===== src/rtl/tcvw_pkg.sv =====
`timescale 1ns / 1ps

package tcvw_pkg;

   // Field widths of the stream payloads.
   localparam int ChanW     = 24;
   localparam int MarkW     = 4;
   localparam int WidthW    = 5;
   localparam int WordW     = 32;
   localparam int CountW    = 4;
   localparam int NumLanes  = 3;
   localparam int NumWords  = 3;
   localparam int RecW      = NumWords * WordW;
   localparam int PosW      = 7;
   localparam int ChanBitsW = 5;
   localparam int CodeW     = 4;
   localparam int CodeLenW  = 3;
   localparam int WordIdxW  = 2;
   localparam int HdrW      = MarkW + CodeW;
   localparam int ReqDataW  = 88;
   localparam int RspDataW  = 40;

   // Literal format codes; a 3-bit code lives in the low three bits.
   localparam logic [CodeW-1:0] CODE_W0  = 4'b0000;
   localparam logic [CodeW-1:0] CODE_W3  = 4'b0100;
   localparam logic [CodeW-1:0] CODE_W5  = 4'b0001;
   localparam logic [CodeW-1:0] CODE_W8  = 4'b0010;
   localparam logic [CodeW-1:0] CODE_W11 = 4'b0101;
   localparam logic [CodeW-1:0] CODE_W13 = 4'b0011;
   localparam logic [CodeW-1:0] CODE_W16 = 4'b0100;
   localparam logic [CodeW-1:0] CODE_W19 = 4'b0110;
   localparam logic [CodeW-1:0] CODE_W21 = 4'b0110;
   localparam logic [CodeW-1:0] CODE_W24 = 4'b0111;

   localparam logic [CodeLenW-1:0] CODE_LEN_SHORT = 3'd3;
   localparam logic [CodeLenW-1:0] CODE_LEN_LONG  = 3'd4;

   typedef struct packed {
      logic [ChanBitsW-1:0] chan_bits;
      logic [CodeW-1:0]     code;
      logic [CodeLenW-1:0]  code_len;
      logic [CountW-1:0]    bytes;
   } fmt_type;

   typedef struct packed {
      logic [ChanBitsW-1:0] chan_bits;
      logic [PosW-1:0]      pos;
   } lane_ctl_type;

   typedef struct packed {
      logic [HdrW-1:0]     hdr;
      logic [CountW-1:0]   bytes;
      logic [WordIdxW-1:0] nwords;
   } meta_type;

   // Maps the requested width per channel onto one of the ten formats.
   function automatic fmt_type fmt_of(input logic [WidthW-1:0] w);
      fmt_type f;
      if (w == 5'd0)       f = '{5'd0,  CODE_W0,  CODE_LEN_LONG,  4'd1};
      else if (w <= 5'd3)  f = '{5'd3,  CODE_W3,  CODE_LEN_SHORT, 4'd2};
      else if (w <= 5'd5)  f = '{5'd5,  CODE_W5,  CODE_LEN_LONG,  4'd3};
      else if (w <= 5'd8)  f = '{5'd8,  CODE_W8,  CODE_LEN_LONG,  4'd4};
      else if (w <= 5'd11) f = '{5'd11, CODE_W11, CODE_LEN_SHORT, 4'd5};
      else if (w <= 5'd13) f = '{5'd13, CODE_W13, CODE_LEN_LONG,  4'd6};
      else if (w <= 5'd16) f = '{5'd16, CODE_W16, CODE_LEN_LONG,  4'd7};
      else if (w <= 5'd19) f = '{5'd19, CODE_W19, CODE_LEN_SHORT, 4'd8};
      else if (w <= 5'd21) f = '{5'd21, CODE_W21, CODE_LEN_LONG,  4'd9};
      else                 f = '{5'd24, CODE_W24, CODE_LEN_LONG,  4'd10};
      return f;
   endfunction

   // Bit-reverses a code within its own length.
   function automatic logic [CodeW-1:0] code_reverse(input logic [CodeW-1:0] c,
                                                     input logic [CodeLenW-1:0] len);
      logic [CodeW-1:0] r;
      if (len == CODE_LEN_SHORT) r = {1'b0, c[0], c[1], c[2]};
      else                       r = {c[0], c[1], c[2], c[3]};
      return r;
   endfunction

endpackage


===== src/rtl/tcvw_lane.sv =====
`timescale 1ns / 1ps

// One channel lane: masks the channel to the format width and moves it to
// its place in the record.
module tcvw_lane (
   input  logic                               clock,
   input  logic                               load,
   input  logic [tcvw_pkg::ChanW-1:0]         chan,
   input  tcvw_pkg::lane_ctl_type             ctl,
   output logic [tcvw_pkg::RecW-1:0]          lane_vec
);

   logic [tcvw_pkg::ChanW:0]    mask_full;
   logic [tcvw_pkg::ChanW-1:0]  masked;
   logic [tcvw_pkg::RecW-1:0]   vec_in;
   logic [tcvw_pkg::RecW-1:0]   vec_ff;

   always_comb begin
      mask_full = ((tcvw_pkg::ChanW+1)'(1) << ctl.chan_bits) - (tcvw_pkg::ChanW+1)'(1);
      masked    = chan & mask_full[tcvw_pkg::ChanW-1:0];
      vec_in    = tcvw_pkg::RecW'(masked) << ctl.pos;
   end

   always_ff @(posedge clock) begin
      if (load) begin
         vec_ff <= vec_in;
      end
   end

   assign lane_vec = vec_ff;

endmodule


===== src/rtl/tcvw_merge.sv =====
`timescale 1ns / 1ps

// Combines the header with the three lane vectors into one record and sends
// it out one 32-bit word per transaction.
module tcvw_merge (
   input  logic                                 clock,
   input  logic                                 reset,
   input  logic                                 in_valid,
   output logic                                 in_ready,
   input  tcvw_pkg::meta_type                   meta,
   input  logic [tcvw_pkg::RecW-1:0]            lane0_vec,
   input  logic [tcvw_pkg::RecW-1:0]            lane1_vec,
   input  logic [tcvw_pkg::RecW-1:0]            lane2_vec,
   output logic                                 rsp_tvalid,
   input  logic                                 rsp_tready,
   output logic [tcvw_pkg::RspDataW-1:0]        rsp_tdata,
   output logic                                 rsp_tlast
);

   logic                              valid_ff, valid_in;
   logic [tcvw_pkg::RecW-1:0]         rec_ff, rec_in;
   logic [tcvw_pkg::CountW-1:0]       bytes_ff;
   logic [tcvw_pkg::WordIdxW-1:0]     nwords_ff;
   logic [tcvw_pkg::WordIdxW-1:0]     idx_ff, idx_in;
   logic [tcvw_pkg::WordW-1:0]        word;
   logic                              last;
   logic                              xfer, done, load;

   always_comb begin
      rec_in = tcvw_pkg::RecW'(meta.hdr) | lane0_vec | lane1_vec | lane2_vec;
      case (idx_ff)
         2'd0:    word = rec_ff[31:0];
         2'd1:    word = rec_ff[63:32];
         2'd2:    word = rec_ff[95:64];
         default: word = '0;
      endcase
      last     = (idx_ff == nwords_ff - 2'd1);
      xfer     = valid_ff && rsp_tready;
      done     = xfer && last;
      in_ready = !valid_ff || done;
      load     = in_valid && in_ready;
      if (load)      valid_in = 1'b1;
      else if (done) valid_in = 1'b0;
      else           valid_in = valid_ff;
      if (load)      idx_in = '0;
      else if (xfer) idx_in = idx_ff + 2'd1;
      else           idx_in = idx_ff;
   end

   always_ff @(posedge clock) begin
      if (reset) begin
         valid_ff <= 1'b0;
         idx_ff   <= '0;
      end else begin
         valid_ff <= valid_in;
         idx_ff   <= idx_in;
      end
   end

   always_ff @(posedge clock) begin
      if (load) begin
         rec_ff    <= rec_in;
         bytes_ff  <= meta.bytes;
         nwords_ff <= meta.nwords;
      end
   end

   assign rsp_tvalid = valid_ff;
   assign rsp_tdata  = {4'b0000, bytes_ff, word};
   assign rsp_tlast  = last;

   // The word index never runs past the record's word count.
   a_idx_in_range: assert property (@(posedge clock) disable iff (reset)
      valid_ff |-> (idx_ff < nwords_ff))
      else $error("word index beyond record length");

   // A record of more than four bytes never ends on its first word.
   a_multi_word: assert property (@(posedge clock) disable iff (reset)
      (valid_ff && idx_ff == 2'd0 && bytes_ff > 4'd4) |-> !last)
      else $error("multi-word record ends early");

   // A new record is loaded only when the previous one has fully left.
   a_no_overwrite: assert property (@(posedge clock) disable iff (reset)
      (valid_ff && !done) |-> !in_ready)
      else $error("record overwritten before last word");

endmodule


===== src/rtl/three_channel_variable_width_packer.sv =====
`timescale 1ns / 1ps
// Throughput: one word per cycle while rsp_tready is high; a record is 1, 2 or 3 words
// by its byte count (1..4, 5..8, 9..10 bytes), set by the single 32-bit result port.
// A new request is taken every cycle that the three-stage pipeline has room.
// Reset (synchronous, active high) empties the pipeline and clears reversed_codes.

// Three-channel variable-width packer. The request stage decodes the bit width
// into a format and works out where each channel lands in the record. Three
// channel lanes then mask and shift their channel in parallel, and the merge
// stage ORs the lanes with the mark and format code and streams the record
// out as one to three 32-bit words.
module three_channel_variable_width_packer (
   input  logic                                clock,
   input  logic                                reset,
   // Request: [23:0] first_channel, [47:24] second_channel,
   // [71:48] third_channel, [75:72] event_mark, [80:76] bit_width.
   input  logic                                req_tvalid,
   output logic                                req_tready,
   input  logic [tcvw_pkg::ReqDataW-1:0]       req_tdata,
   // Response: [31:0] packed_word, [35:32] byte_count; tlast is last_word.
   output logic                                rsp_tvalid,
   input  logic                                rsp_tready,
   output logic [tcvw_pkg::RspDataW-1:0]       rsp_tdata,
   output logic                                rsp_tlast,
   // Register file: one register, reversed_codes, at byte address 0.
   input  logic                                csr_psel,
   input  logic                                csr_penable,
   input  logic                                csr_pwrite,
   input  logic [2:0]                          csr_paddr,
   input  logic [31:0]                         csr_pwdata,
   output logic [31:0]                         csr_prdata,
   output logic                                csr_pready
);

   localparam logic REG_REVERSED_CODES = 1'b0;

   // Configuration register. Only address bit 2 selects a register, so
   // writes to the next word are ignored.
   logic cfg_rev_ff, cfg_rev_in;
   logic cfg_write;

   always_comb begin
      cfg_write  = csr_psel && csr_penable && csr_pwrite && csr_pready;
      cfg_rev_in = cfg_rev_ff;
      if (cfg_write && csr_paddr[2] == REG_REVERSED_CODES) begin
         cfg_rev_in = csr_pwdata[0];
      end
   end

   assign csr_pready = 1'b1;
   assign csr_prdata = (csr_paddr[2] == REG_REVERSED_CODES) ? {31'd0, cfg_rev_ff} : 32'd0;

   // Request fields.
   logic [tcvw_pkg::ChanW-1:0]   req_chan [tcvw_pkg::NumLanes];
   logic [tcvw_pkg::MarkW-1:0]   req_mark;
   logic [tcvw_pkg::WidthW-1:0]  req_width;

   assign req_chan[0] = req_tdata[23:0];
   assign req_chan[1] = req_tdata[47:24];
   assign req_chan[2] = req_tdata[71:48];
   assign req_mark    = req_tdata[75:72];
   assign req_width   = req_tdata[80:76];

   // Format decode and lane placement for the incoming transaction.
   tcvw_pkg::fmt_type           fmt;
   logic [tcvw_pkg::CodeW-1:0]  code;
   logic [tcvw_pkg::PosW-1:0]   pos0, pos1, pos2;
   tcvw_pkg::lane_ctl_type      ctl_in [tcvw_pkg::NumLanes];
   tcvw_pkg::meta_type          meta_in;

   always_comb begin
      fmt  = tcvw_pkg::fmt_of(req_width);
      code = cfg_rev_ff ? tcvw_pkg::code_reverse(fmt.code, fmt.code_len) : fmt.code;
      // Channels start right after the code, which is three or four bits long.
      pos0 = tcvw_pkg::PosW'(tcvw_pkg::MarkW) + tcvw_pkg::PosW'(fmt.code_len);
      pos1 = pos0 + tcvw_pkg::PosW'(fmt.chan_bits);
      pos2 = pos1 + tcvw_pkg::PosW'(fmt.chan_bits);
      ctl_in[0] = '{fmt.chan_bits, pos0};
      ctl_in[1] = '{fmt.chan_bits, pos1};
      ctl_in[2] = '{fmt.chan_bits, pos2};
      meta_in.hdr    = {code, req_mark};
      meta_in.bytes  = fmt.bytes;
      // Words in the record: the byte count rounded up to whole words.
      meta_in.nwords = fmt.bytes[3:2] + {1'b0, |fmt.bytes[1:0]};
   end

   // Pipeline control. Each stage takes a new transaction when it is empty
   // or when its contents move on in the same cycle.
   logic a_valid_ff, a_valid_in;
   logic l_valid_ff, l_valid_in;
   logic a_ready, l_ready, a_load, l_load;
   logic merge_ready, merge_load;

   always_comb begin
      l_ready    = !l_valid_ff || merge_ready;
      a_ready    = !a_valid_ff || l_ready;
      a_load     = req_tvalid && a_ready;
      l_load     = a_valid_ff && l_ready;
      merge_load = l_valid_ff && merge_ready;
      if (a_load)      a_valid_in = 1'b1;
      else if (l_load) a_valid_in = 1'b0;
      else             a_valid_in = a_valid_ff;
      if (l_load)          l_valid_in = 1'b1;
      else if (merge_load) l_valid_in = 1'b0;
      else                 l_valid_in = l_valid_ff;
   end

   assign req_tready = a_ready;

   always_ff @(posedge clock) begin
      if (reset) begin
         cfg_rev_ff <= 1'b0;
         a_valid_ff <= 1'b0;
         l_valid_ff <= 1'b0;
      end else begin
         cfg_rev_ff <= cfg_rev_in;
         a_valid_ff <= a_valid_in;
         l_valid_ff <= l_valid_in;
      end
   end

   // Decode stage payload.
   logic [tcvw_pkg::ChanW-1:0] a_chan_ff [tcvw_pkg::NumLanes];
   tcvw_pkg::lane_ctl_type     a_ctl_ff  [tcvw_pkg::NumLanes];
   tcvw_pkg::meta_type         a_meta_ff;
   tcvw_pkg::meta_type         l_meta_ff;

   always_ff @(posedge clock) begin
      if (a_load) begin
         a_chan_ff <= req_chan;
         a_ctl_ff  <= ctl_in;
         a_meta_ff <= meta_in;
      end
      if (l_load) begin
         l_meta_ff <= a_meta_ff;
      end
   end

   // Channel lanes.
   logic [tcvw_pkg::RecW-1:0] lane_vec [tcvw_pkg::NumLanes];

   for (genvar g = 0; g < tcvw_pkg::NumLanes; g++) begin : g_lane
      tcvw_lane u_lane (
         .clock    (clock),
         .load     (l_load),
         .chan     (a_chan_ff[g]),
         .ctl      (a_ctl_ff[g]),
         .lane_vec (lane_vec[g])
      );
   end

   // Merge and word output.
   tcvw_merge u_merge (
      .clock      (clock),
      .reset      (reset),
      .in_valid   (l_valid_ff),
      .in_ready   (merge_ready),
      .meta       (l_meta_ff),
      .lane0_vec  (lane_vec[0]),
      .lane1_vec  (lane_vec[1]),
      .lane2_vec  (lane_vec[2]),
      .rsp_tvalid (rsp_tvalid),
      .rsp_tready (rsp_tready),
      .rsp_tdata  (rsp_tdata),
      .rsp_tlast  (rsp_tlast)
   );

   // Every word carries a byte count that a format can produce.
   a_count_range: assert property (@(posedge clock) disable iff (reset)
      rsp_tvalid |-> (rsp_tdata[35:32] != 4'd0 && rsp_tdata[35:32] <= 4'd10))
      else $error("byte count out of range");

   // A record of at most four bytes is a single word.
   a_single_word: assert property (@(posedge clock) disable iff (reset)
      (rsp_tvalid && rsp_tdata[35:32] <= 4'd4) |-> rsp_tlast)
      else $error("short record not marked last");

   // The decode stage holds a transaction only while the lane stage is full
   // and cannot move on.
   a_stall_cause: assert property (@(posedge clock) disable iff (reset)
      !req_tready |-> (a_valid_ff && l_valid_ff && !merge_ready))
      else $error("request stalled without back-pressure");

endmodule


===== config.mk =====
export PLATFORM = sky130hd
export DESIGN_NAME = three_channel_variable_width_packer
export DESIGN_NICKNAME = d
export VERILOG_FILES = /design/src/rtl/tcvw_pkg.sv /design/src/rtl/tcvw_lane.sv /design/src/rtl/tcvw_merge.sv /design/src/rtl/three_channel_variable_width_packer.sv
export SDC_FILE = /design/constraint.sdc
export NUM_CORES = 1
export LEC_CHECK = 0
export BUFFER_PORTS_ARGS = -buffer_cell sky130_fd_sc_hd__buf_2
export CAP_MARGIN = 40
export CORE_ASPECT_RATIO = 1.75
export CORE_UTILIZATION = 25
export CTS_CLUSTER_DIAMETER = 40
export CTS_CLUSTER_SIZE = 14
export DETAILED_ROUTE_END_ITERATION = 16
export PLACE_DENSITY_LB_ADDON = 0.05
export SLEW_MARGIN = 0
export SYNTH_ARGS = -nofsm -noshare
export SYNTH_HDL_FRONTEND = slang
export SYNTH_HIERARCHICAL = 1
export SYNTH_SLANG_ARGS = --single-unit

===== constraint.sdc =====
create_clock -name clock -period 52.4 [get_ports clock]
set_input_delay 7.86 -clock clock [delete_from_list [all_inputs] [get_ports clock]]
set_output_delay 7.86 -clock clock [all_outputs]
set_load 0.02 [all_outputs]

==> flow_summary.ini <==
[outcome]
outcome = finished with violations
violations = max-slew violations

[worst_setup_path]
cp_max_fo = 7
path_cells = buf_2, a21bo_2, nor2b_1, nand2_1, buf_2
worstPathArrival_ps = 8800
crit_buf_inv = 2
r2r_cells = 10
crit_top_cell = buf_2
critPathMaxStageDelay_ps = 300
crit_path_start_kind = input port
slowest_stage = nor2b_1
critPathTopFamily = simple AND/OR/NAND/NOR gates
worstPathRequired_ps = 44540
rrSetupSlack_ps = 47000
end_kind = output pin
critical_path_class = input port to output pin
crit_cells = 5

[cells_and_area]
layout.nets = 2724
final_layout_size_suffix_gt1_share_pct = 16.9
num-fill-cells = 11703
syn2layout_area_growth_pct = 15.8

[job]
cap_violations = 0

[clock_tree]
htree_levels = 3
cts_buffers = 68
cts_tree = yes
clk_latency_ps = 660
clock-sinks = 514
path_clk_slew_ps = 50
cts-root-buf = clkbuf_16
cts_resized = 0
clk_path_buf_depth = 3
cts_hold_buf = 0
post_cts_buffers = 0

[pwr]
power_density_nw_per_um2 = 37.5
p_leak_nw = 11.4
power_frac_comb_pct = 20.8
totalPowerFinal_mw = 1.23
clkPwrFrac_pct = 39.4
vdd_drop_max_v = 0.0000240
seqPwrFrac_pct = 39.8
power_switching_mw = 0.393
p_int_mw = 0.837
switching_share_pct = 32.0

[timing]
finalSetupTns_ps = 0
finalHoldViolCount = 0
period_minus_slack_ps = 16660
relSlewSlack_pct = -35.1
period_share_pct = 31.8
timing.final.max_slew_violations = 7
setup_violations = 0
finClkSkew_ps = 26.2
tightest_slew_ps = 2010
rsz0062_at_grt = no
fmax_mhz = 60.0

[global_route]
grtUsageTotal_pct = 20.5
overflow = 0
first_global_vias = 21960
antenna_found_initial = 6
grt_max_degree = 76
grt_pass1_wl_um = 167000

[synthesis]
ys_warn_count = 6
synth_cells = 2479
synth.cell_area_um2 = 28300
synth_flop_cell = edfxtp_1
post_synth_num_cell_types = 101
postSynthAreaPerCell_um2 = 11.4
ys_ff_latch = 514
synth_top_area_share_pct = 53.9
synth_area_leader_cell = edfxtp_1
synth_edf_count = 508
yosysSeqAreaShare_pct = 54.3
synthArstFlopShare_pct = 0
synth_area_leaders = edfxtp_1 54%, nor2_1 3.2%, o22ai_1 3.1%

[placed_design]
port_buffers = 129
hpwl_um = 91000
gp_congestion = 0.883

[die]
start_util_pct = 25.2
core_region_area_um2 = 113000
die_height_um = 447
die_area_um2 = 115000
boundaryPins = 206
die_w_um = 256
placementRows = 163

[routing]
drt-pass1-iter-count = 7
antenna_left = 0
wl_per_cell_um = 29.1
drc_errors = 0
routed_wl_um = 120000
vias = 21952
vias_per_cell = 5.32
first_iter_violations = 1769

[min_path]
hold_depth = 0
hp-class = register to register
==> through the flow <==
step	hold slack, ps	worst slack [ps]	cell area, µm²	utilization, %	instances
6_report	417	35740	32800	29.2	4124
5_1_grt	431	35650	32800	29.1	4122
2_1_floorplan	400	30030	28500	-	2533
3_3_place_gp	405	35710	30200	26.9	3973
4_1_cts	417	35740	32800	29.1	4113
3_5_place_dp	405	35750	30400	27.0	3990
==> logic make-up after synthesis <==
kind of cell	synth area share [%]
AO/OA/AOI/OAI	20.1
XOR/XNOR	0.309
adder cells (fa/ha/maj)	0.866
flip-flops	54.3
AND/OR/NAND/NOR	15.1
buffers and inverters	4.84
multiplexers	4.54
other	0.0397
==> metal layers <==
| layer | vias up | global-route usage (%) | routed length [µm] | share of wire, % |
|---|---|---|---|---|
| met1 | 11076 | 22.5 | 45200 | 38 |
| met4 | 0 | 11.8 | 7030 | 5.9 |
| li1 | 10023 | - | - | - |
| met3 | 175 | 2.21 | 4050 | 3.4 |
| met2 | 678 | 38.2 | 63500 | 53 |
| met5 | - | 0 | 0 | 0 |
==> Yosys cell counts (all sizes together) (47+ instances only) <==
| master | instances |
|---|---|
| o22ai | 142 |
| inv | 47 |
| clkbuf | 107 |
| or3 | 105 |
| edfxtp | 508 |
| a21oi | 70 |
| nand2 | 167 |
| nor2 | 243 |
| mux2i | 55 |
| o211ai | 47 |
| buf | 115 |
| o21ai | 56 |
| nand3 | 62 |
==> power groups by stage <==
stage | clock network (mW) | logic [mW] | registers, mW
after global routing | 0.513 | 0.271 | 0.492
after CTS | 0.501 | 0.251 | 0.491
final | 0.485 | 0.255 | 0.490
after detailed placement | 0 | 0.250 | 0.499
after global placement | 0 | 0.247 | 0.499
after floorplan | 0 | 0.154 | 0.498
==> layout make-up <==
cell class | instances | area [µm²] | share of cell area [%]
Clock inverter | 50 | 591 | 1.80
Antenna cell | 11 | 27.5 | 0.0839
Inverter | 50 | 188 | 0.572
Timing Repair Buffer | 194 | 1200 | 3.66
Tap cell | 1485 | 1860 | 5.66
Multi-Input combinational cell | 1747 | 11800 | 36.0
Sequential cell | 514 | 15400 | 46.9
Clock buffer | 73 | 1760 | 5.37
==> cell usage in the layout (no fill, tap or decap), types with 13 or more instances in the layout <==
cell	count
edfxtp_1	508
nor2_1	243
nand2_1	167
o22ai_1	142
buf_2	131
or3_1	105
a21oi_1	70
clkbuf_16	70
nand3_1	62
buf_4	58
conb_1	57
mux2i_1	54
o211ai_1	41
o21ai_0	39
inv_1	38
a222oi_1	35
a21o_1	34
nand2b_1	33
nor3_1	32
and3_1	29
o221ai_1	28
mux2_2	27
a211oi_1	26
o22a_1	25
a22oi_1	19
nor2b_1	18
o21ai_1	17
o21a_1	17
nand4_1	15
a22o_1	15
mux4_2	15
o2bb2ai_1	15
ha_1	14
a31oi_1	13
and2_1	13
==> final timing paths <==
check / start / end
hold / removal: a_meta_ff[1] / l_meta_ff[1]
setup / recovery: rsp_tready / req_tready
setup reg to reg: a_ctl_ff[7] / g_lane[1].u_lane/lane_vec[24]
hold reg to reg: a_meta_ff[1] / l_meta_ff[1]
==> state kept, by name, indices dropped and copies added (netlist names) <==
register / cells
l_valid_ff: 1
a_chan_ff: 72
cfg_rev_ff: 1
a_meta_ff: 14
g_lane.u_lane/lane_vec: 288
l_meta_ff: 14
u_merge/bytes_ff: 4
u_merge/rsp_tvalid: 1
u_merge/rec_ff: 96
u_merge/nwords_ff: 2
a_valid_ff: 1
a_ctl_ff: 18
u_merge/idx_ff: 2
(Power assumes the default switching activity.)
